File: config.mk
export PLATFORM = sky130hd
export DESIGN_NAME = zip_local_header_parser
export DESIGN_NICKNAME = d
export VERILOG_FILES = /design/src/hdl/zlhp_pkg.sv /design/src/hdl/zip_local_header_parser.sv /design/src/hdl/zlhp_core.sv /design/src/hdl/zlhp_outq.sv
export SDC_FILE = /design/constraint.sdc
export NUM_CORES = 1
export LEC_CHECK = 0
export BUFFER_PORTS_ARGS = -buffer_cell sky130_fd_sc_hd__buf_2
export CORE_UTILIZATION = 44
export DETAILED_ROUTE_END_ITERATION = 8
export PLACE_DENSITY_LB_ADDON = 0.15
export SYNTH_ARGS = -nofsm -noshare
export SYNTH_HDL_FRONTEND = slang
export SYNTH_SLANG_ARGS = --single-unit
File: constraint.sdc
create_clock -name clk -period 29.3 [get_ports clk]
set_input_delay 2.93 -clock clk [delete_from_list [all_inputs] [get_ports clk]]
set_output_delay 2.93 -clock clk [all_outputs]
set_load 0.01 [all_outputs]
File: src/hdl/zlhp_pkg.sv
`timescale 1ns / 1ps

package zlhp_pkg;

	// Signatures, little-endian as they arrive on the wire
	localparam logic [31:0] HDR_SIG = 32'h04034b50;
	localparam logic [31:0] DD_SIG  = 32'h08074b50;

	localparam int HDR_LEN     = 30;   // local file header bytes
	localparam int SIG_LAST    = 3;    // offset of the last signature byte
	localparam int FLAG_OFS    = 6;    // low byte of the flag word
	localparam int FLAG_DD_BIT = 3;    // data descriptor present
	localparam int DD_AT       = 14;   // crc / sizes offset in the header
	localparam int DD_LEN      = 12;   // descriptor bytes after its signature
	localparam int DD_BYTES    = 16;   // signature plus descriptor fields
	localparam int SCAN_FULL   = 4;    // window holds a whole word

	localparam int CNT_W = 5;
	localparam int IDX_W = $clog2(HDR_LEN);

	localparam int OUTQ_DEPTH = 3;
	localparam int OUTQ_PTR_W = $clog2(OUTQ_DEPTH);
	localparam int OUTQ_CNT_W = $clog2(OUTQ_DEPTH + 1);

	localparam int TDATA_W = 216;

	typedef enum logic [2:0] {
		PH_HEADER,
		PH_SCAN,
		PH_CAPTURE,
		PH_DONE
	} phase_t;

	typedef enum logic [1:0] {
		ST_OK,
		ST_BADSIG,
		ST_NODD,
		ST_TRUNC
	} status_t;

	typedef struct packed {
		status_t     status;
		logic [4:0]  descriptor_bytes;
		logic [15:0] extra_length;
		logic [15:0] name_length;
		logic [31:0] plain_size;
		logic [31:0] packed_size;
		logic [31:0] crc_value;
		logic [15:0] mod_date;
		logic [15:0] mod_time;
		logic [15:0] method;
		logic [15:0] purpose_flags;
		logic [15:0] version_needed;
	} zlhp_result_t;

endpackage

File: src/hdl/zip_local_header_parser.sv
`timescale 1ns / 1ps
// Zip local file header parser, one archive byte per transfer.
// Throughput: one byte per cycle, back to back, as long as results drain.
// A result passes from the byte in the input register through the parser logic
// into the result queue, which drives m_axis.
// Reset (arst_n low, asynchronous): parser back to header phase, queue emptied.
module zip_local_header_parser
	import zlhp_pkg::*;
(
	input  logic               clk,
	input  logic               arst_n,
	// input byte stream
	input  logic               s_axis_tvalid,
	output logic               s_axis_tready,
	input  logic [7:0]         s_axis_tdata,   // [7:0] data_byte
	input  logic               s_axis_tlast,   // last byte of the stream
	// parsed header results
	output logic               m_axis_tvalid,
	input  logic               m_axis_tready,
	// [15:0] version_needed, [31:16] purpose_flags, [47:32] method,
	// [63:48] mod_time, [79:64] mod_date, [111:80] crc_value,
	// [143:112] packed_size, [175:144] plain_size, [191:176] name_length,
	// [207:192] extra_length, [212:208] descriptor_bytes, [215:213] zero
	output logic [TDATA_W-1:0] m_axis_tdata,
	output logic [1:0]         m_axis_tuser    // [1:0] status
);

	logic                  in_xfer;
	logic                  core_pending;
	logic                  res_valid;
	zlhp_result_t          res;
	zlhp_result_t          q_data;
	logic [OUTQ_CNT_W-1:0] q_level;
	logic [OUTQ_CNT_W:0]   claimed;

	// Every byte in the input register may still yield a result, so it
	// holds a queue slot. With three slots and a draining sink the input
	// side never stalls; ready comes from registers only, so there is no
	// combinational path from m_axis_tready to s_axis_tready.
	assign claimed       = {1'b0, q_level} + {{OUTQ_CNT_W{1'b0}}, core_pending};
	assign s_axis_tready = (claimed < (OUTQ_CNT_W + 1)'(OUTQ_DEPTH));
	assign in_xfer       = s_axis_tvalid && s_axis_tready;

	// Header phase collects the 30 header bytes, scan phase slides a word
	// window looking for the descriptor signature, capture phase takes the
	// 12 descriptor bytes; after a result bytes are dropped until tlast.
	zlhp_core u_core (
		.clk       (clk),
		.arst_n    (arst_n),
		.in_valid  (in_xfer),
		.in_byte   (s_axis_tdata),
		.in_last   (s_axis_tlast),
		.pending   (core_pending),
		.res_valid (res_valid),
		.res       (res)
	);

	// Result register: a small queue parts the two handshakes.
	zlhp_outq u_outq (
		.clk       (clk),
		.arst_n    (arst_n),
		.push      (res_valid),
		.push_data (res),
		.pop_ready (m_axis_tready),
		.out_valid (m_axis_tvalid),
		.out_data  (q_data),
		.level     (q_level)
	);

	assign m_axis_tuser = q_data.status;
	assign m_axis_tdata = {
		3'b000,
		q_data.descriptor_bytes,
		q_data.extra_length,
		q_data.name_length,
		q_data.plain_size,
		q_data.packed_size,
		q_data.crc_value,
		q_data.mod_date,
		q_data.mod_time,
		q_data.method,
		q_data.purpose_flags,
		q_data.version_needed
	};

endmodule

File: src/hdl/zlhp_core.sv
`timescale 1ns / 1ps

module zlhp_core
	import zlhp_pkg::*;
(
	input  logic         clk,
	input  logic         arst_n,
	input  logic         in_valid,
	input  logic [7:0]   in_byte,
	input  logic         in_last,
	output logic         pending,
	output logic         res_valid,
	output zlhp_result_t res
);

	logic             valid_s1;
	logic [7:0]       byte_s1;
	logic             last_s1;

	phase_t           phase_q, phase_d;
	logic [CNT_W-1:0] count_q, count_d;
	logic [31:0]      window_q, window_d;
	logic [7:0]       hdr_q [HDR_LEN];
	logic [7:0]       hdr_d [HDR_LEN];

	logic             wr_en;
	logic [CNT_W-1:0] wr_idx;
	logic [31:0]      win_shift;
	logic             res_any;
	status_t          res_status;
	logic             res_dd;
	logic             match;

	// input register
	always_ff @(posedge clk or negedge arst_n) begin
		if (!arst_n) begin
			valid_s1 <= 1'b0;
		end else begin
			valid_s1 <= in_valid;
		end
	end

	always_ff @(posedge clk) begin
		if (in_valid) begin
			byte_s1 <= in_byte;
			last_s1 <= in_last;
		end
	end

	always_ff @(posedge clk or negedge arst_n) begin
		if (!arst_n) begin
			phase_q  <= PH_HEADER;
			count_q  <= '0;
			window_q <= '0;
		end else begin
			phase_q  <= phase_d;
			count_q  <= count_d;
			window_q <= window_d;
		end
	end

	always_ff @(posedge clk) begin
		hdr_q <= hdr_d;
	end

	assign win_shift = {byte_s1, window_q[31:8]};

	always_comb begin
		phase_d    = phase_q;
		count_d    = count_q;
		window_d   = window_q;
		wr_en      = 1'b0;
		wr_idx     = count_q;
		res_any    = 1'b0;
		res_status = ST_OK;
		res_dd     = 1'b0;
		match      = 1'b0;
		if (valid_s1) begin
			unique case (phase_q)
				PH_HEADER: begin
					wr_en    = 1'b1;
					wr_idx   = count_q;
					window_d = win_shift;
					count_d  = count_q + CNT_W'(1);
					if (count_q == CNT_W'(SIG_LAST) && win_shift != HDR_SIG) begin
						res_any    = 1'b1;
						res_status = ST_BADSIG;
					end else if (count_q == CNT_W'(HDR_LEN - 1)) begin
						if (hdr_q[FLAG_OFS][FLAG_DD_BIT]) begin
							phase_d  = PH_SCAN;
							count_d  = '0;
							window_d = '0;
							if (last_s1) begin
								res_any    = 1'b1;
								res_status = ST_NODD;
							end
						end else begin
							res_any    = 1'b1;
							res_status = ST_OK;
						end
					end else if (last_s1) begin
						res_any    = 1'b1;
						res_status = ST_TRUNC;
					end
				end
				PH_SCAN: begin
					window_d = win_shift;
					if (count_q < CNT_W'(SCAN_FULL)) begin
						count_d = count_q + CNT_W'(1);
					end
					match = (count_d >= CNT_W'(SCAN_FULL)) && (win_shift == DD_SIG);
					if (match) begin
						if (last_s1) begin
							res_any    = 1'b1;
							res_status = ST_TRUNC;
						end else begin
							phase_d = PH_CAPTURE;
							count_d = '0;
						end
					end else if (last_s1) begin
						res_any    = 1'b1;
						res_status = ST_NODD;
					end
				end
				PH_CAPTURE: begin
					wr_en   = (count_q < CNT_W'(DD_LEN));
					wr_idx  = CNT_W'(DD_AT) + count_q;
					count_d = count_q + CNT_W'(1);
					if (count_q >= CNT_W'(DD_LEN - 1)) begin
						res_any    = 1'b1;
						res_status = ST_OK;
						res_dd     = 1'b1;
					end else if (last_s1) begin
						res_any    = 1'b1;
						res_status = ST_TRUNC;
					end
				end
				default: begin
					// done, and unused codes: wait for the end of the stream
					if (last_s1) begin
						phase_d  = PH_HEADER;
						count_d  = '0;
						window_d = '0;
					end
				end
			endcase
			if (res_any) begin
				if (last_s1) begin
					phase_d  = PH_HEADER;
					count_d  = '0;
					window_d = '0;
				end else begin
					phase_d = PH_DONE;
				end
			end
		end
	end

	// header bytes with this cycle's write merged in, so the final byte counts
	always_comb begin
		hdr_d = hdr_q;
		if (wr_en && wr_idx < CNT_W'(HDR_LEN)) begin
			hdr_d[wr_idx[IDX_W-1:0]] = byte_s1;
		end
	end

	always_comb begin
		res = '0;
		res.status = res_status;
		if (res_status == ST_OK || res_status == ST_NODD) begin
			res.version_needed   = {hdr_d[5], hdr_d[4]};
			res.purpose_flags    = {hdr_d[7], hdr_d[6]};
			res.method           = {hdr_d[9], hdr_d[8]};
			res.mod_time         = {hdr_d[11], hdr_d[10]};
			res.mod_date         = {hdr_d[13], hdr_d[12]};
			res.crc_value        = {hdr_d[17], hdr_d[16], hdr_d[15], hdr_d[14]};
			res.packed_size      = {hdr_d[21], hdr_d[20], hdr_d[19], hdr_d[18]};
			res.plain_size       = {hdr_d[25], hdr_d[24], hdr_d[23], hdr_d[22]};
			res.name_length      = {hdr_d[27], hdr_d[26]};
			res.extra_length     = {hdr_d[29], hdr_d[28]};
			res.descriptor_bytes = res_dd ? 5'(DD_BYTES) : 5'd0;
		end
	end

	assign res_valid = res_any;
	assign pending   = valid_s1;

`ifndef SYNTHESIS
	a_hdr_count: assert property (@(posedge clk) disable iff (!arst_n)
		phase_q == PH_HEADER |-> count_q < CNT_W'(HDR_LEN))
		else $error("header byte count past header length");

	a_scan_count: assert property (@(posedge clk) disable iff (!arst_n)
		phase_q == PH_SCAN |-> count_q <= CNT_W'(SCAN_FULL))
		else $error("scan count not saturated");

	a_cap_count: assert property (@(posedge clk) disable iff (!arst_n)
		phase_q == PH_CAPTURE |-> count_q < CNT_W'(DD_LEN))
		else $error("descriptor capture overran");

	a_done_after: assert property (@(posedge clk) disable iff (!arst_n)
		(res_valid && !last_s1) |=> phase_q == PH_DONE)
		else $error("result without moving to done");
`endif

endmodule

File: src/hdl/zlhp_outq.sv
`timescale 1ns / 1ps

module zlhp_outq
	import zlhp_pkg::*;
(
	input  logic                  clk,
	input  logic                  arst_n,
	input  logic                  push,
	input  zlhp_result_t          push_data,
	input  logic                  pop_ready,
	output logic                  out_valid,
	output zlhp_result_t          out_data,
	output logic [OUTQ_CNT_W-1:0] level
);

	zlhp_result_t          mem [OUTQ_DEPTH];
	logic [OUTQ_PTR_W-1:0] wr_ptr_q, rd_ptr_q;
	logic [OUTQ_CNT_W-1:0] count_q;
	logic                  pop;

	assign out_valid = (count_q != '0);
	assign pop       = out_valid && pop_ready;
	assign out_data  = mem[rd_ptr_q];
	assign level     = count_q;

	always_ff @(posedge clk) begin
		if (push) begin
			mem[wr_ptr_q] <= push_data;
		end
	end

	always_ff @(posedge clk or negedge arst_n) begin
		if (!arst_n) begin
			wr_ptr_q <= '0;
			rd_ptr_q <= '0;
			count_q  <= '0;
		end else begin
			if (push) begin
				wr_ptr_q <= (wr_ptr_q == OUTQ_PTR_W'(OUTQ_DEPTH - 1)) ? '0
				          : wr_ptr_q + OUTQ_PTR_W'(1);
			end
			if (pop) begin
				rd_ptr_q <= (rd_ptr_q == OUTQ_PTR_W'(OUTQ_DEPTH - 1)) ? '0
				          : rd_ptr_q + OUTQ_PTR_W'(1);
			end
			case ({push, pop})
				2'b10:   count_q <= count_q + OUTQ_CNT_W'(1);
				2'b01:   count_q <= count_q - OUTQ_CNT_W'(1);
				default: count_q <= count_q;
			endcase
		end
	end

`ifndef SYNTHESIS
	a_no_overflow: assert property (@(posedge clk) disable iff (!arst_n)
		(push && !pop) |-> count_q != OUTQ_CNT_W'(OUTQ_DEPTH))
		else $error("result queue overflow");
`endif

endmodule

==> impl_metrics.py <==
metrics = {
    "clock_tree": {
        "post_cts_resize_count": 0,
        "htree_num_levels": 3,
        "clock_latency_ns": 0.64,
        "holdBufCountCts": 0,
        "postCtsSetupRepairBufs": 0,
        "cts_inserted_buffers": 90,
        "tritoncts": "yes",
        "cts_root_buf": "clkbuf_16",
        "cts_sinks": 888,
        "clkTransAtPathRegs_ns": 0.06,
        "clockBufferDepth": 3,
    },
    "place": {
        "hpwl_um": 48700,
        "io_buffers": 225,
        "gp_congestion": 0.776,
        "place_area_um2": 36900,
    },
    "sta": {
        "fmaxAchievable_mhz": 144,
        "slew_headroom_pct": 16.0,
        "finalHoldViolations": 0,
        "post-route-min-period_ns": 6.93,
        "setup_tns_ns": 0,
        "drv_slew": 0,
        "final-setup-viol-count": 0,
        "finalClockSkew_ns": 0.0219,
        "worst_slew_pin_slew_ns": 1.26,
        "rsz0062_at_grt": "no",
        "finalCritPeriodShare_pct": 23.7,
    },
    "power_and_ir_drop": {
        "peakVddDrop_v": 0.0000884,
        "total_power_w": 0.00400,
        "leakage_nw": 15.1,
        "p_per_area_nw_per_um2": 100,
    },
    "drt": {
        "drt_pass1_iterations": 6,
        "drt-initial-drc-count": 2203,
        "drc_errors": 0,
        "drt-met1-wl_um": 40200,
        "routed_wl_um": 89600,
        "ant_nets": 0,
        "highest_layer": "met4",
        "vias": 22600,
        "via_per_inst": 5.63,
        "dr_wl_met3_um": 5710,
        "wl_met2_um": 42000,
        "avgRoutedWirePerCell_um": 22.3,
    },
    "global_routing": {
        "grt_start_max_net_pins": 221,
        "grt_first_pass_wirelength_um": 134000,
        "track_usage_pct": 21.7,
        "antenna_found_initial": 1,
        "gr-total-overflow": 0,
        "grt_pass1_vias": 21900,
    },
    "floorplan": {
        "num_io_pins": 233,
        "num_rows": 102,
        "dieArea_um2": 80300,
        "fp.dieH_um": 283,
        "die_w_um": 283,
        "start_util_pct": 44.7,
        "core_um2": 77800,
    },
    "critical_path": {
        "crit_fanout": 106,
        "rr_endpoint": "u_outq.mem[2][139]$_DFFE_PP_",
        "end_kind": "primary output",
        "rr_worst_depth": 8,
        "path_class": "flop to primary output",
        "ff2ff_setup_slack_ns": 24.44,
        "startpoint_type": "flop",
        "arrival_ns": 4.00,
        "cp.required_ns": 26.37,
        "r2r-start": "u_core.count_q[0]$_DFFE_PN0P_",
    },
    "outcome": {
        "status": "finished clean",
    },
    "cells_and_area": {
        "diodes": 0,
        "layout_commonest_cell": "edfxtp_1",
        "stdcell_area_um2": 39800,
        "mostFrequentLayoutCells": "642 x edfxtp_1, 418 x nand2_1, 377 x o21ai_0",
        "layout.nets": 2926,
        "fillers": 6754,
        "area_growth_pct": 14.4,
        "layout-drive-gt1-share_pct": 15.1,
    },
    "synth": {
        "synth-main-ff-cell": "edfxtp_1",
        "netlist_area_um2": 34800,
        "ys_seq_area_share_pct": 70.1,
        "async_flop_share_pct": 4.28,
        "synth-edff-count": 642,
        "ys_seq_elements": 888,
        "ys_types": 75,
        "yosys_warnings": 0,
        "syn_avg_cell_area_um2": 12.6,
        "synth_cells": 2757,
    },
    "worst_hold_path": {
        "whs_endpoint": "u_core.hdr_q[126]$_DFF_P_",
        "hp-class": "flop to flop",
        "whs_path_depth": 2,
        "hold_start": "u_core.hdr_q[126]$_DFF_P_",
    },
    "run": {
        "drv_cap": 0,
    },
}
## per-layer routing
layer | up-vias | track usage, %
met2 | 765 | 34.9
met1 | 11300 | 30.6
met5 | - | 0
met4 | 0 | 5.41
met3 | 112 | 3.70
li1 | 10500 | -
## layout make-up
class	count	area, um2	area share, %
clock buffer	124	2540	6.39
clock inverter	43	388	0.974
inverter	10	37.5	0.0943
multi-input combinational	1646	9630	24.2
sequential	888	24400	61.3
tap	1040	1300	3.27
timing repair buffer	269	1520	3.81
## synthesized netlist by cell type (3+ instances only)
library cell,n,area share [%]
edfxtp_1,642,55
nand2_1,418,4.5
o21ai_0,377,5.4
mux2i_1,213,6.1
dfxtp_1,208,12
a21oi_1,200,2.9
nand3_1,168,2.4
clkbuf_1,148,1.6
dfrtp_1,38,2.7
nand4_1,38,0.68
buf_1,33,0.36
o31ai_1,33,0.71
buf_2,29,0.42
a22o_1,26,0.65
nor2b_1,21,0.38
mux2_2,19,0.61
nor3_1,14,0.20
nor2_1,13,0.14
buf_4,9,0.19
ha_1,8,0.29
nand2b_1,8,0.14
inv_1,7,0.075
o21ai_1,5,0.072
nor4_1,4,0.072
and2_1,3,0.054
xnor2_1,3,0.075
## logic make-up after synthesis
group	after synthesis	share of synthesized area, %
multiplexers	232	6.74
other	1	0.0108
buffers and inverters	229	2.67
AO/OA/AOI/OAI	683	10.9
adder cells (fa/ha/maj)	8	0.288
AND/OR/NAND/NOR	711	9.19
flip-flops	888	70.1
XOR/XNOR	5	0.147
## worst max-delay path by stage
stage / start / to / slack, ns
after floorplan: u_core.count_q[1]$_DFFE_PN0P_ / u_outq.mem[2][0]$_DFFE_PP_ / 11.25
after global placement: u_outq.rd_ptr_q[0]$_DFFE_PN0P_ / m_axis_tdata[60] / 22.96
after detailed placement: u_outq.rd_ptr_q[0]$_DFFE_PN0P_ / m_axis_tdata[60] / 22.86
after CTS: u_outq.rd_ptr_q[0]$_DFFE_PN0P_ / m_axis_tdata[60] / 22.18
after global routing: u_outq.rd_ptr_q[0]$_DFFE_PN0P_ / m_axis_tdata[61] / 22.10
final: u_outq.rd_ptr_q[0]$_DFFE_PN0P_ / m_axis_tdata[60] / 22.37
## sequential cells by signal, summed over array words and instances, names as in the netlist
register / count
u_outq.rd_ptr_q: 2
u_outq.level: 2
u_core.pending: 1
u_outq.wr_ptr_q: 2
u_core.count_q: 5
u_core.byte_s1: 8
u_core.last_s1: 1
u_core.phase_q: 2
u_core.hdr_q: 208
u_core.window_q: 24
u_outq.mem: 633
## worst max-delay path, stage by stage, from the launching register on
cell and delay (ns):
dfrtp_4 1.06, buf_12 0.74, buf_4 0.84, mux2i_1 0.29
o21ai_0 0.12, buf_2 0.20
## per-stage QoR
stage	hold WS, ns	cells	setup WS, ns	utilization [%]
after floorplan	0.432	2763	11.25	-
after global placement	0.441	3853	22.96	47.4
after detailed placement	0.449	3853	22.86	47.4
after CTS	0.466	4020	22.18	51.2
after global routing	0.483	4020	22.10	51.2
final	0.463	4020	22.37	51.2
## report_power, final
group | internal, W | leakage [nW] | switching [W]
registers | 0.00159 | 8.10 | 0.000110
logic | 0.000361 | 5.61 | 0.000805
clock network | 0.000667 | 1.43 | 0.000465
total | 0.00262 | 15.1 | 0.00138
(Power assumes the default switching activity.)
